File: src/rssr_pkg.sv
// shared types and constants for the range sample smoother and reporter
package rssr_pkg;

  // ring depth and derived widths
  localparam int WINDOW = 10;
  localparam int IDX_W  = (WINDOW > 1) ? $clog2(WINDOW) : 1;
  localparam int CNT_W  = $clog2(WINDOW + 1);
  localparam int SMP_W  = 13;
  localparam int SUM_W  = SMP_W + CNT_W;
  localparam int MS_W   = 32;
  localparam int IVL_W  = 16;
  localparam int RUN_W  = 8;
  localparam int CFG_IDX_W = 2;
  localparam int CFG_DAT_W = 16;
  localparam int IN_TDATA_W  = 48;
  localparam int OUT_TDATA_W = 32;

  // register indexes
  localparam logic [CFG_IDX_W-1:0] REG_VALID_FLOOR   = 2'd0;
  localparam logic [CFG_IDX_W-1:0] REG_DEADBAND      = 2'd1;
  localparam logic [CFG_IDX_W-1:0] REG_SEND_INTERVAL = 2'd2;
  localparam logic [CFG_IDX_W-1:0] REG_INVALID_LIMIT = 2'd3;

  // register reset values
  localparam logic [SMP_W-1:0] FLOOR_RST    = 13'd8;
  localparam logic [SMP_W-1:0] DEADBAND_RST = 13'd16;
  localparam logic [IVL_W-1:0] INTERVAL_RST = 16'd200;
  localparam logic [RUN_W-1:0] LIMIT_RST    = 8'd5;
  localparam logic [RUN_W-1:0] RUN_MAX      = 8'd255;

  // sequencer states
  typedef enum logic [1:0] {
    ST_IDLE,
    ST_SUM,
    ST_DIV,
    ST_FIN
  } state_t;

endpackage

File: src/rssr_div.sv
// restoring serial divider, one quotient bit per cycle
module rssr_div
  import rssr_pkg::*;
(
  input  logic             clk,
  input  logic             rst_n,
  input  logic             start,
  input  logic [SUM_W-1:0] dividend,
  input  logic [CNT_W-1:0] divisor,
  output logic             done,
  output logic [SMP_W-1:0] quotient
);

  localparam int BIT_W = $clog2(SUM_W + 1);

  logic [CNT_W-1:0] rem_r, rem_nxt;
  logic [SUM_W-1:0] quo_r, quo_nxt;
  logic [BIT_W-1:0] bits_r, bits_nxt;
  logic             busy_r, busy_nxt;
  logic             done_r, done_nxt;
  logic [CNT_W:0]   trial;
  logic             fits;

  // one shift and trial subtract per cycle
  always_comb begin
    trial    = {rem_r, quo_r[SUM_W-1]};
    fits     = trial >= {1'b0, divisor};
    rem_nxt  = rem_r;
    quo_nxt  = quo_r;
    bits_nxt = bits_r;
    busy_nxt = busy_r;
    done_nxt = 1'b0;
    if (start) begin
      rem_nxt  = '0;
      quo_nxt  = dividend;
      bits_nxt = BIT_W'(SUM_W);
      busy_nxt = 1'b1;
    end else if (busy_r) begin
      rem_nxt  = fits ? CNT_W'(trial - {1'b0, divisor}) : trial[CNT_W-1:0];
      quo_nxt  = {quo_r[SUM_W-2:0], fits};
      bits_nxt = bits_r - 1'b1;
      if (bits_r == BIT_W'(1)) begin
        busy_nxt = 1'b0;
        done_nxt = 1'b1;
      end
    end
  end

  // control state
  always_ff @(posedge clk) begin
    if (!rst_n) begin
      busy_r <= 1'b0;
      done_r <= 1'b0;
      bits_r <= '0;
    end else begin
      busy_r <= busy_nxt;
      done_r <= done_nxt;
      bits_r <= bits_nxt;
    end
  end

  // datapath
  always_ff @(posedge clk) begin
    rem_r <= rem_nxt;
    quo_r <= quo_nxt;
  end

  assign done     = done_r;
  assign quotient = quo_r[SMP_W-1:0];

endmodule

File: src/range_sample_smoother_reporter_top.sv
// top level: validity gated moving average with deadband report
//
//  channel | ports                          | word
//  in      | in_tvalid in_tready in_tdata    | distance_sample, now_ms, link_ok
//  out     | out_tvalid out_tready out_tdata | mean, valid, shown, oor, send
//  cfg     | cfg_we cfg_index cfg_wdata      | one register per write
//
// a valid sample goes through the sum, divide and finish states: one
// shared adder walks the ring, then the serial divider gives one bit a cycle.
// an invalid sample goes from idle straight to finish. rst_n is synchronous
// and clears the ring. a new word is taken only when the sequencer is idle;
// a finished result waits in the output register while out_tready is low.
module range_sample_smoother_reporter_top
  import rssr_pkg::*;
(
  input  logic                   clk,
  input  logic                   rst_n,
  input  logic                   in_tvalid,
  output logic                   in_tready,
  // [12:0] distance_sample, [44:13] now_ms, [45] link_ok, [47:46] zero
  input  logic [IN_TDATA_W-1:0]  in_tdata,
  output logic                   out_tvalid,
  input  logic                   out_tready,
  // [12:0] mean_value, [13] mean_valid, [26:14] shown_value,
  // [27] out_of_range, [28] send_now, [31:29] zero
  output logic [OUT_TDATA_W-1:0] out_tdata,
  input  logic                   cfg_we,
  input  logic [CFG_IDX_W-1:0]   cfg_index,
  input  logic [CFG_DAT_W-1:0]   cfg_wdata
);

  state_t state_r, state_nxt;

  logic [SMP_W-1:0] floor_r, deadband_r;
  logic [IVL_W-1:0] interval_r;
  logic [RUN_W-1:0] limit_r;

  logic [SMP_W-1:0] ring_r [WINDOW];
  logic [IDX_W-1:0] slot_r;
  logic [IDX_W-1:0] idx_r;
  logic [SUM_W-1:0] sum_r;
  logic [CNT_W-1:0] cnt_r;
  logic             valid_r;
  logic [MS_W-1:0]  now_r;
  logic             link_r;
  logic [SMP_W-1:0] mean_r;

  logic [SMP_W-1:0] held_r, last_rep_r;
  logic [RUN_W-1:0] run_r;
  logic             ever_r;
  logic [MS_W-1:0]  last_ms_r;

  logic                   out_valid_r;
  logic [OUT_TDATA_W-1:0] out_data_r;

  logic [SMP_W-1:0] in_sample;
  logic             in_acc, in_good, out_free, fin_go;
  logic             div_start, div_done;
  logic [SMP_W-1:0] div_q;
  logic [SMP_W-1:0] ring_rd, diff;
  logic [MS_W-1:0]  elapsed;
  logic [RUN_W-1:0] run_inc;
  logic             send, oor;

  assign in_sample = in_tdata[SMP_W-1:0];
  assign in_tready = (state_r == ST_IDLE);
  assign in_acc    = in_tvalid && in_tready;
  assign in_good   = in_sample > floor_r;
  assign out_free  = !out_valid_r || out_tready;
  assign fin_go    = (state_r == ST_FIN) && out_free;
  assign ring_rd   = ring_r[idx_r];

  // next state
  always_comb begin
    state_nxt = state_r;
    case (state_r)
      ST_IDLE: if (in_acc) state_nxt = in_good ? ST_SUM : ST_FIN;
      ST_SUM:  if (idx_r == IDX_W'(WINDOW - 1)) state_nxt = ST_DIV;
      ST_DIV:  if (div_done) state_nxt = ST_FIN;
      ST_FIN:  if (out_free) state_nxt = ST_IDLE;
      default: state_nxt = ST_IDLE;
    endcase
  end

  // sequencer outputs
  always_comb begin
    div_start = (state_r == ST_SUM) && (idx_r == IDX_W'(WINDOW - 1));
  end

  rssr_div u_div (
    .clk      (clk),
    .rst_n    (rst_n),
    .start    (div_start),
    .dividend (sum_r + ((ring_rd > floor_r) ? SUM_W'(ring_rd) : '0)),
    .divisor  (cnt_r + CNT_W'(ring_rd > floor_r)),
    .done     (div_done),
    .quotient (div_q)
  );

  // result of the finishing step
  always_comb begin
    diff    = (mean_r > last_rep_r) ? mean_r - last_rep_r : last_rep_r - mean_r;
    elapsed = now_r - last_ms_r;
    send    = valid_r && link_r && (!ever_r || diff > deadband_r) &&
              (elapsed > MS_W'(interval_r));
    run_inc = (run_r == RUN_MAX) ? run_r : run_r + 1'b1;
    oor     = !valid_r && (run_inc >= limit_r);
  end

  // control and persistent state
  always_ff @(posedge clk) begin
    if (!rst_n) begin
      state_r     <= ST_IDLE;
      floor_r     <= FLOOR_RST;
      deadband_r  <= DEADBAND_RST;
      interval_r  <= INTERVAL_RST;
      limit_r     <= LIMIT_RST;
      for (int i = 0; i < WINDOW; i++) ring_r[i] <= '0;
      slot_r      <= '0;
      held_r      <= '0;
      run_r       <= '0;
      last_rep_r  <= '0;
      ever_r      <= 1'b0;
      last_ms_r   <= '0;
      out_valid_r <= 1'b0;
    end else begin
      state_r <= state_nxt;
      // register writes
      if (cfg_we) begin
        case (cfg_index)
          REG_VALID_FLOOR:   floor_r    <= cfg_wdata[SMP_W-1:0];
          REG_DEADBAND:      deadband_r <= cfg_wdata[SMP_W-1:0];
          REG_SEND_INTERVAL: interval_r <= cfg_wdata[IVL_W-1:0];
          REG_INVALID_LIMIT: limit_r    <= cfg_wdata[RUN_W-1:0];
          default: ;
        endcase
      end
      // store a valid sample into the ring
      if (in_acc && in_good) begin
        ring_r[slot_r] <= in_sample;
        slot_r <= (slot_r == IDX_W'(WINDOW - 1)) ? '0 : slot_r + 1'b1;
      end
      // commit the result
      if (fin_go) begin
        if (valid_r) begin
          held_r <= mean_r;
          run_r  <= '0;
        end else begin
          run_r  <= run_inc;
        end
        if (send) begin
          last_rep_r <= mean_r;
          last_ms_r  <= now_r;
          ever_r     <= 1'b1;
        end
      end
      if (fin_go) out_valid_r <= 1'b1;
      else if (out_tready) out_valid_r <= 1'b0;
    end
  end

  // working registers
  always_ff @(posedge clk) begin
    if (in_acc) begin
      now_r   <= in_tdata[SMP_W +: MS_W];
      link_r  <= in_tdata[SMP_W + MS_W];
      valid_r <= in_good;
      mean_r  <= '0;
      idx_r   <= '0;
      sum_r   <= '0;
      cnt_r   <= '0;
    end
    // shared adder walks the ring
    if (state_r == ST_SUM) begin
      if (ring_rd > floor_r) begin
        sum_r <= sum_r + SUM_W'(ring_rd);
        cnt_r <= cnt_r + 1'b1;
      end
      idx_r <= idx_r + 1'b1;
    end
    if (state_r == ST_DIV && div_done) mean_r <= div_q;
    if (fin_go) begin
      out_data_r <= {3'b000, send, oor, valid_r ? mean_r : held_r, valid_r, mean_r};
    end
  end

  assign out_tvalid = out_valid_r;
  assign out_tdata  = out_data_r;

  // an invalid word never reports and never carries a mean
  a_invalid_quiet: assert property (@(posedge clk) disable iff (!rst_n)
    out_tvalid && !out_tdata[13] |-> !out_tdata[28] && out_tdata[12:0] == '0)
    else $error("invalid word carries a mean or a send");

  // out of range only on invalid words
  a_oor_invalid: assert property (@(posedge clk) disable iff (!rst_n)
    out_tvalid && out_tdata[27] |-> !out_tdata[13])
    else $error("out of range on a valid word");

  // the ring write pointer stays inside the window
  a_slot_range: assert property (@(posedge clk) disable iff (!rst_n)
    slot_r <= IDX_W'(WINDOW - 1))
    else $error("write slot beyond window");

  // an accepted word keeps the sequencer busy on the next cycle
  a_busy_after_accept: assert property (@(posedge clk) disable iff (!rst_n)
    in_acc |=> !in_tready)
    else $error("ready right after accept");

endmodule

File: config.mk
export PLATFORM = sky130hd
export DESIGN_NAME = range_sample_smoother_reporter_top
export DESIGN_NICKNAME = d
export VERILOG_FILES = /design/src/rssr_pkg.sv /design/src/rssr_div.sv /design/src/range_sample_smoother_reporter_top.sv
export SDC_FILE = /design/constraint.sdc
export NUM_CORES = 1
export LEC_CHECK = 0
export ABC_AREA = 1
export BUFFER_PORTS_ARGS = -buffer_cell sky130_fd_sc_hd__buf_2
export CORE_UTILIZATION = 60
export DETAILED_ROUTE_END_ITERATION = 12
export GPL_TIMING_DRIVEN = 0
export PLACE_DENSITY = 0.82
export SLEW_MARGIN = 15
export SYNTH_ARGS = -nofsm -noshare
export SYNTH_HDL_FRONTEND = slang
export SYNTH_SLANG_ARGS = --single-unit
File: constraint.sdc
create_clock -name clk -period 7 [get_ports clk]
set_input_delay 1.4 -clock clk [delete_from_list [all_inputs] [get_ports clk]]
set_output_delay 1.4 -clock clk [all_outputs]
set_load 0.005 [all_outputs]
---- Word level (Yosys, flattened, before mapping) ----
Memory sizes are Yosys's and may differ from the RTL's. A register that Yosys moved wholly into a read port is not among the register bits.
Cells that the tools add are included.
storage, ports and cells
  output and inout bits ................... 34
  bits in writable memories ............... 130
  logic and storage cells ................. 132
  register bits ........................... 253
  memory bits (read-only) ................. 0
  memories ................................ 1
  input port bits ......................... 71
  bits in latches ......................... 0
cells by class
  equality and inequality tests ........... 14
  bitwise logic cells ..................... 2
  reduce and logical (&&, ||, !) cells .... 29
  $lt $le $gt $ge ......................... 7
  shifts and indexed selects .............. 0
  multipliers ............................. 0
  multiplexer cells ....................... 41
  add/subtract/negate cells ............... 12
  divide/modulo/power cells ............... 0
memories
  name    depth  bits a word  read ports  clocked after memory_dff  write ports  line                                      text
  ring_r  10     13           1           1                         10           range_sample_smoother_reporter_top.sv:38  logic [SMP_W-1:0] ring_r [WINDOW];
operators with widths
  kind                                                 count
  2-to-1 mux 17 bit                                    5
  2-to-1 mux 13 bit                                    6
  > comparator 13 bit                                  4
  2-to-1 mux 4 bit                                     9
  adder 17 x 13 -> 17 bit                              2
  > comparator 32 x 16 -> 1 bit                        1
  subtractor 32 bit                                    1
  subtractor 13 bit                                    2
  2-to-1 mux 8 bit                                     2
  OR reduction 13 bit                                  1
  adder 4 x 1 -> 4 bit, second input constant          3
  2-to-1 mux 1 bit                                     11
  2-to-1 mux 2 bit                                     5
  2-to-1 mux 5 bit                                     2
  AND reduction 2 bit                                  5
  logical AND 1 bit                                    9
  adder 8 x 1 -> 8 bit, second input constant          1
  equality test 2 bit, second input constant           4
  equality test 4 bit, second input constant           2
  equality test 8 bit, second input constant           1
  greater-or-equal comparator 8 bit                    1
  case mux 2 bit (4 select lines)                      1
  nonzero test 2 bit                                   4
  equality test 5 x 1 -> 1 bit, second input constant  1
  14 further kinds                                     22

---- Longest topological paths before layout ----
  depth in word-level cells ............... 8
  mapped depth ............................ 32

---- By module ----
A second synthesis with hierarchy kept.
second synthesis, totals
  cells, all modules ...................... 3103
  area total of the unflattened synthesis .. 25991.2 sq um
modules (own cells, without submodules)
  module                              sequential area each (sq um)  cells an instance  instances  area each (sq um)
  range_sample_smoother_reporter_top  11631.2                       2929               1          24487.2
  rssr_div                            730.7                         174                1          1503.9

---- Worst setup path after synthesis ----
Ideal clock, no wire load.
  kind .................................... register -> register
  from .................................... register with a tool-made name
  to ...................................... register u_div.quo_r[15], data pin
  path buffers ............................ 5
  data required time ...................... 6.747 ns
  clock period less this slack ............ 4.994 ns
  arrival ................................. 4.741 ns
  setup time .............................. 0.253 ns
  path slack .............................. 2.006 ns
  cell stages (with the launch flop) ...... 25
  path through ............................ dfxtp_1 > clkbuf_1 > buf_2 > buf_2 > mux2i_1 > o211ai_1 > o211ai_1 > nand2_1 > ha_1 > a21oi_1 > o221ai_1 > nand3b_1 > o2111ai_1 > nand2_1 > clkbuf_1 > clkbuf_1 > a21oi_1 > ha_1 > a21oi_1 > o21ai_0 > a2111oi_0 > a21oi_1 > or2_2 > nand3_1 > nand2_1
RTL lines
  what                    line            text
  end signal: assignment  rssr_div.sv:65  quo_r <= quo_nxt;
  end: declaration        rssr_div.sv:17  logic [SUM_W-1:0] quo_r, quo_nxt;

==> reports/results.txt <==
In this run, synthesis inferred 305 flip-flops with an integrated enable. The slowest stage of the critical path belongs to the cell sky130_fd_sc_hd__a2111oi_1. The first detailed-routing pass took 6 iterations. TritonCTS built the clock tree. The floorplan step defined a core boundary enclosing 42100 um2. The average instance in the mapped netlist occupies 8.45 um2. At the later pin of the worst-skew pair, clock insertion delay measures 0.61 ns. Post-route antenna net violation count: 0.

For the final database, setup skew stands at 0.0220 ns. In the final layout, the multi-input gates occupy 11000 um2. The completed layout was analyzed and its total power is 10.6 mW. The final layout contains routed wiring with a total length of 70000 um. The run gives 25800 um2 as the mapped cell area. The run gives 0 as the remaining design rule violation count. Entering global routing, the biggest net connects 37 pins. The flow ran to the end, and the final reports show no timing, DRC or antenna violations. Summed over all instances, the cell type with the most area after synthesis is sky130_fd_sc_hd__edfxtp_1. Yosys attributes the largest share of cell area to sky130_fd_sc_hd__edfxtp_1 (36%), sky130_fd_sc_hd__dfxtp_1 (12%), sky130_fd_sc_hd__nand2_1 (8.9%). Setup violations remaining at the end of the flow were counted as 0. The highest layer touched by signal routing is met4. The die covers 43800 um2. The final count of pins violating max slew was 0; the number of violations of the max-capacitance limit was 0. Setup repair after global routing left no endpoint under its margin. The detail-routed net length per standard cell came out at 18.5 um. Counting along the longest clock path gives a buffer depth of 3. The run gives 0.382 as the worst max-slew margin expressed relative to the limit. Capture point of the worst reg-to-reg path: u_div.quo_r[15]. Summed over all nets, wire length on met3 after detailed routing comes to 6240 um. At the worst endpoint, the arrival time is 6.94 ns. For the proportion of synthesized chip area in sequential cells, the log shows 0.479. The first global-routing pass estimated 109000 um of wire. Yosys printed 0 warnings. The number of unique standard cell types used by synthesis was 55; the power density normalized to cell area was 370 nW/um2.

The detailed-placement wirelength estimate is 51900 um, and the internal power consumption is 6.24 mW. In the final routing, the length of wire on met1 measures 27700 um. Across the VDD grid, the largest voltage drop is 0.240 mV. Clock transition time at the flip-flop clock pins of the worst setup and hold paths: 0.06 ns. On the worst path, the slowest cell contributes a delay of 0.54 ns. For this block, the initial DRC count from the detailed router was 2044. The run gives 1 as the initial antenna violation count. For the via count of the first global-routing pass, the log shows 21000. In this run the power spent charging and discharging nets is 4.40 mW. The via count normalized by instance count is 5.73, and the critical path buffer and inverter count is 6. The overall fraction of global-route tracks in use is 0.320. Largest delay contributor family on the critical path: compound AO/OA/AOI/OAI gates. In the final design database the tool counted 3452 nets. The H-tree generated during clock tree synthesis spans 2 levels. Once layout is done, the placed cells without fillers occupy 28700 um2. The tools report the number of sinks driven by the clock tree as 465.

The minimum period implied by the final worst setup slack was 6.59 ns; the number of top-level pins was 105. For this design the static power due to leakage is 12.4 nW. At the pin with the least slew margin, the transition time is 0.927 ns. The critical path runs through a total of 26 cells. The die is 209 um wide. In this run the worst setup path terminates at u_div.quo_r[15].

The placed cell area is 27100 um2. The proportion of synthesized flip-flops having asynchronous set or reset works out to 0. For flop-to-flop paths, the worst setup slack is 0.41 ns. The cell count after synthesis came out at 3054. The combinational power share came out at 0.438. For the initial standard-cell utilization of the core, the log shows 0.612.

The tools report the endpoint kind of the worst setup timing path as a flip-flop. The post-route fraction of the period consumed by the critical path is 0.941. Register share of total power: 0.319. Counting the fill cells in the layout gives 3336.

For the data required time of the worst path, the log shows 7.35 ns. The final hold violation count was 0. The worst setup path is launched from a flip-flop. Synthesis inferred 465 register bits. The worst hold path was traced through 2 stages.

Along the worst path, the maximum fanout reaches 10. Number of cells on the worst reg-to-reg path: 26. In this run the core area contains 75 standard-cell rows. Fraction of power spent switching nets: 0.414. Summed over all nets, wire length on met2 after detailed routing comes to 32700 um. The area growth from synthesis to layout is 11.3%. The buffers inserted during post-CTS setup optimization was 0; the die height was 209 um. The congestion estimate from routability-driven global placement came to 0.994.

Category of the critical setup timing path: reg -> reg. Based on the critical path, the design can be clocked at up to 152 MHz. Counting the buffers created by CTS gives 49.

The fraction of power consumed by the clock network was 0.243; the sequential cell area was 12400 um2. The tree is rooted in a sky130_fd_sc_hd__clkbuf_16. The top cell type's share of synthesized area was 0.355.

Total via count after detailed routing: 21700. In this run the worst hold path is classified as reg -> reg. Input and output buffers added on the ports amount to 99. The run gives 0 ns as the total negative setup slack.

Predominant post-synthesis flop cell: sky130_fd_sc_hd__edfxtp_1. The total overflow left after global routing is 0. The share of cells above drive strength 1 came out at 0.0863.
metal layers:
| layer | GRT usage | vias up |
|---|---|---|
| met5 | 0 | - |
| met4 | 0.162 | 0 |
| met3 | 0.0618 | 210 |
| met2 | 0.531 | 988 |
| met1 | 0.398 | 10200 |
| li1 | - | 10400 |
worst min-delay path, cell delays in order, from the launching register on:
cell and delay [ns]:
sky130_fd_sc_hd__dfxtp_1 0.30, sky130_fd_sc_hd__inv_1 0.06, sky130_fd_sc_hd__a21oi_1 0.05
how the worst min path moves through the flow:
stage,startpoint,endpoint,slack (ns)
floorplan,held_r[0],held_r[0],0.42
global placement,held_r[2],held_r[2],0.43
detailed placement,held_r[11],held_r[11],0.44
CTS,held_r[11],held_r[11],0.45
global route,held_r[11],held_r[11],0.47
finish,held_r[11],held_r[11],0.46
synth_stat cells, types with 2 or more instances:
master	instances
sky130_fd_sc_hd__nand2_1	609
sky130_fd_sc_hd__inv_1	509
sky130_fd_sc_hd__edfxtp_1	305
sky130_fd_sc_hd__nor2_1	274
sky130_fd_sc_hd__a21oi_1	231
sky130_fd_sc_hd__o21ai_0	226
sky130_fd_sc_hd__ha_1	161
sky130_fd_sc_hd__dfxtp_1	160
sky130_fd_sc_hd__nand3_1	84
sky130_fd_sc_hd__clkbuf_1	75
sky130_fd_sc_hd__o211ai_1	62
sky130_fd_sc_hd__mux2i_1	55
sky130_fd_sc_hd__nand4_1	52
sky130_fd_sc_hd__nor2_2	42
sky130_fd_sc_hd__xor2_1	37
sky130_fd_sc_hd__nor3_1	19
sky130_fd_sc_hd__xnor2_1	19
sky130_fd_sc_hd__buf_2	17
sky130_fd_sc_hd__nand3b_1	11
sky130_fd_sc_hd__o22ai_1	8
sky130_fd_sc_hd__a21o_1	7
sky130_fd_sc_hd__buf_4	7
sky130_fd_sc_hd__clkinv_1	6
sky130_fd_sc_hd__fa_1	6
sky130_fd_sc_hd__buf_1	5
sky130_fd_sc_hd__buf_6	5
sky130_fd_sc_hd__nand2_2	5
sky130_fd_sc_hd__a21boi_0	4
sky130_fd_sc_hd__and2_1	4
sky130_fd_sc_hd__inv_2	4
sky130_fd_sc_hd__o21a_1	4
sky130_fd_sc_hd__o21bai_1	4
sky130_fd_sc_hd__a221oi_1	3
sky130_fd_sc_hd__a31oi_1	3
sky130_fd_sc_hd__nor4_1	3
sky130_fd_sc_hd__o2111ai_1	3
sky130_fd_sc_hd__or2_2	3
sky130_fd_sc_hd__a22o_1	2
sky130_fd_sc_hd__a22oi_1	2
sky130_fd_sc_hd__o221ai_1	2
sky130_fd_sc_hd__o31ai_1	2
logic make-up (layout without fill, tap and decap cells):
logic type	after synthesis	after routing	share of synthesized area
DFF	465	465	0.479
adders and majority gates	167	167	0.0828
other	1	4	0.000145
xor gates and xnor gates	56	56	0.0190
buffers and inverters	628	827	0.0947
muxes	56	56	0.0218
AOI/OAI and AO/OA	568	568	0.121
and+or+nand+nor	1113	1113	0.181
power by group through the flow:
stage,Combinational (mW),Clock (mW),Sequential [mW]
after floorplan,3.25,0,3.38
after global placement,4.34,0,3.44
after detailed placement,4.51,0,3.44
after CTS,4.56,2.60,3.39
after global routing,5.15,2.71,3.42
final,4.66,2.59,3.39
area by class of cell:
type                    instances  share of cell area
flip-flops and latches        465               0.430
multi-input cells            1963               0.384
inverters                     519              0.0678
clock buffers                  65              0.0470
well taps                     539              0.0235
repair buffers                107              0.0207
plain buffers                 109              0.0174
clock inverters                27             0.00884
diodes                          1           0.0000871
flip-flops by register name (all words and copies together) (netlist names), 5 cells and up, named ones only:
register      cells
now_r            32
mean_r           13
deadband_r       13
u_div.quo_r      17
held_r           13
limit_r           8
interval_r       16
out_tdata        29
sum_r            17
run_r             8
last_ms_r        32
u_div.bits_r      5
ring_r          208
floor_r          13
last_rep_r       13
per-stage QoR:
stage / hold slack (ns) / setup WS, ns / util / std cells
2_1_floorplan: 0.424 / 2.01 / - / 3056
3_3_place_gp: 0.434 / 0.348 / 0.640 / 3694
3_5_place_dp: 0.442 / 0.511 / 0.643 / 3702
4_1_cts: 0.452 / 0.452 / 0.681 / 3794
5_1_grt: 0.474 / 0.0298 / 0.682 / 3795
6_report: 0.456 / 0.410 / 0.682 / 3795
cell usage in the layout (no fill, tap or decap), types with 8 or more instances in the layout:
cell	count
sky130_fd_sc_hd__nand2_1	609
sky130_fd_sc_hd__inv_1	508
sky130_fd_sc_hd__edfxtp_1	305
sky130_fd_sc_hd__nor2_1	270
sky130_fd_sc_hd__a21oi_1	231
sky130_fd_sc_hd__o21ai_0	225
sky130_fd_sc_hd__ha_1	161
sky130_fd_sc_hd__dfxtp_1	160
sky130_fd_sc_hd__buf_2	116
sky130_fd_sc_hd__clkbuf_1	84
sky130_fd_sc_hd__nand3_1	84
sky130_fd_sc_hd__o211ai_1	62
sky130_fd_sc_hd__mux2i_1	55
sky130_fd_sc_hd__nand4_1	52
sky130_fd_sc_hd__clkbuf_16	51
sky130_fd_sc_hd__nor2_2	46
sky130_fd_sc_hd__xor2_1	37
sky130_fd_sc_hd__xnor2_1	19
sky130_fd_sc_hd__nor3_1	17
sky130_fd_sc_hd__clkinv_1	14
sky130_fd_sc_hd__nand3b_1	11
sky130_fd_sc_hd__buf_6	9
sky130_fd_sc_hd__buf_4	9
sky130_fd_sc_hd__o22ai_1	8
timing repair:
| action | in CTS | in global routing |
|---|---|---|
| setup endpoints to repair | 0 | 1 |
| gates resized for setup | 0 | 6 |
| hold buffers | 0 | 0 |
No activity file was read; power rests on OpenSTA's default activity.
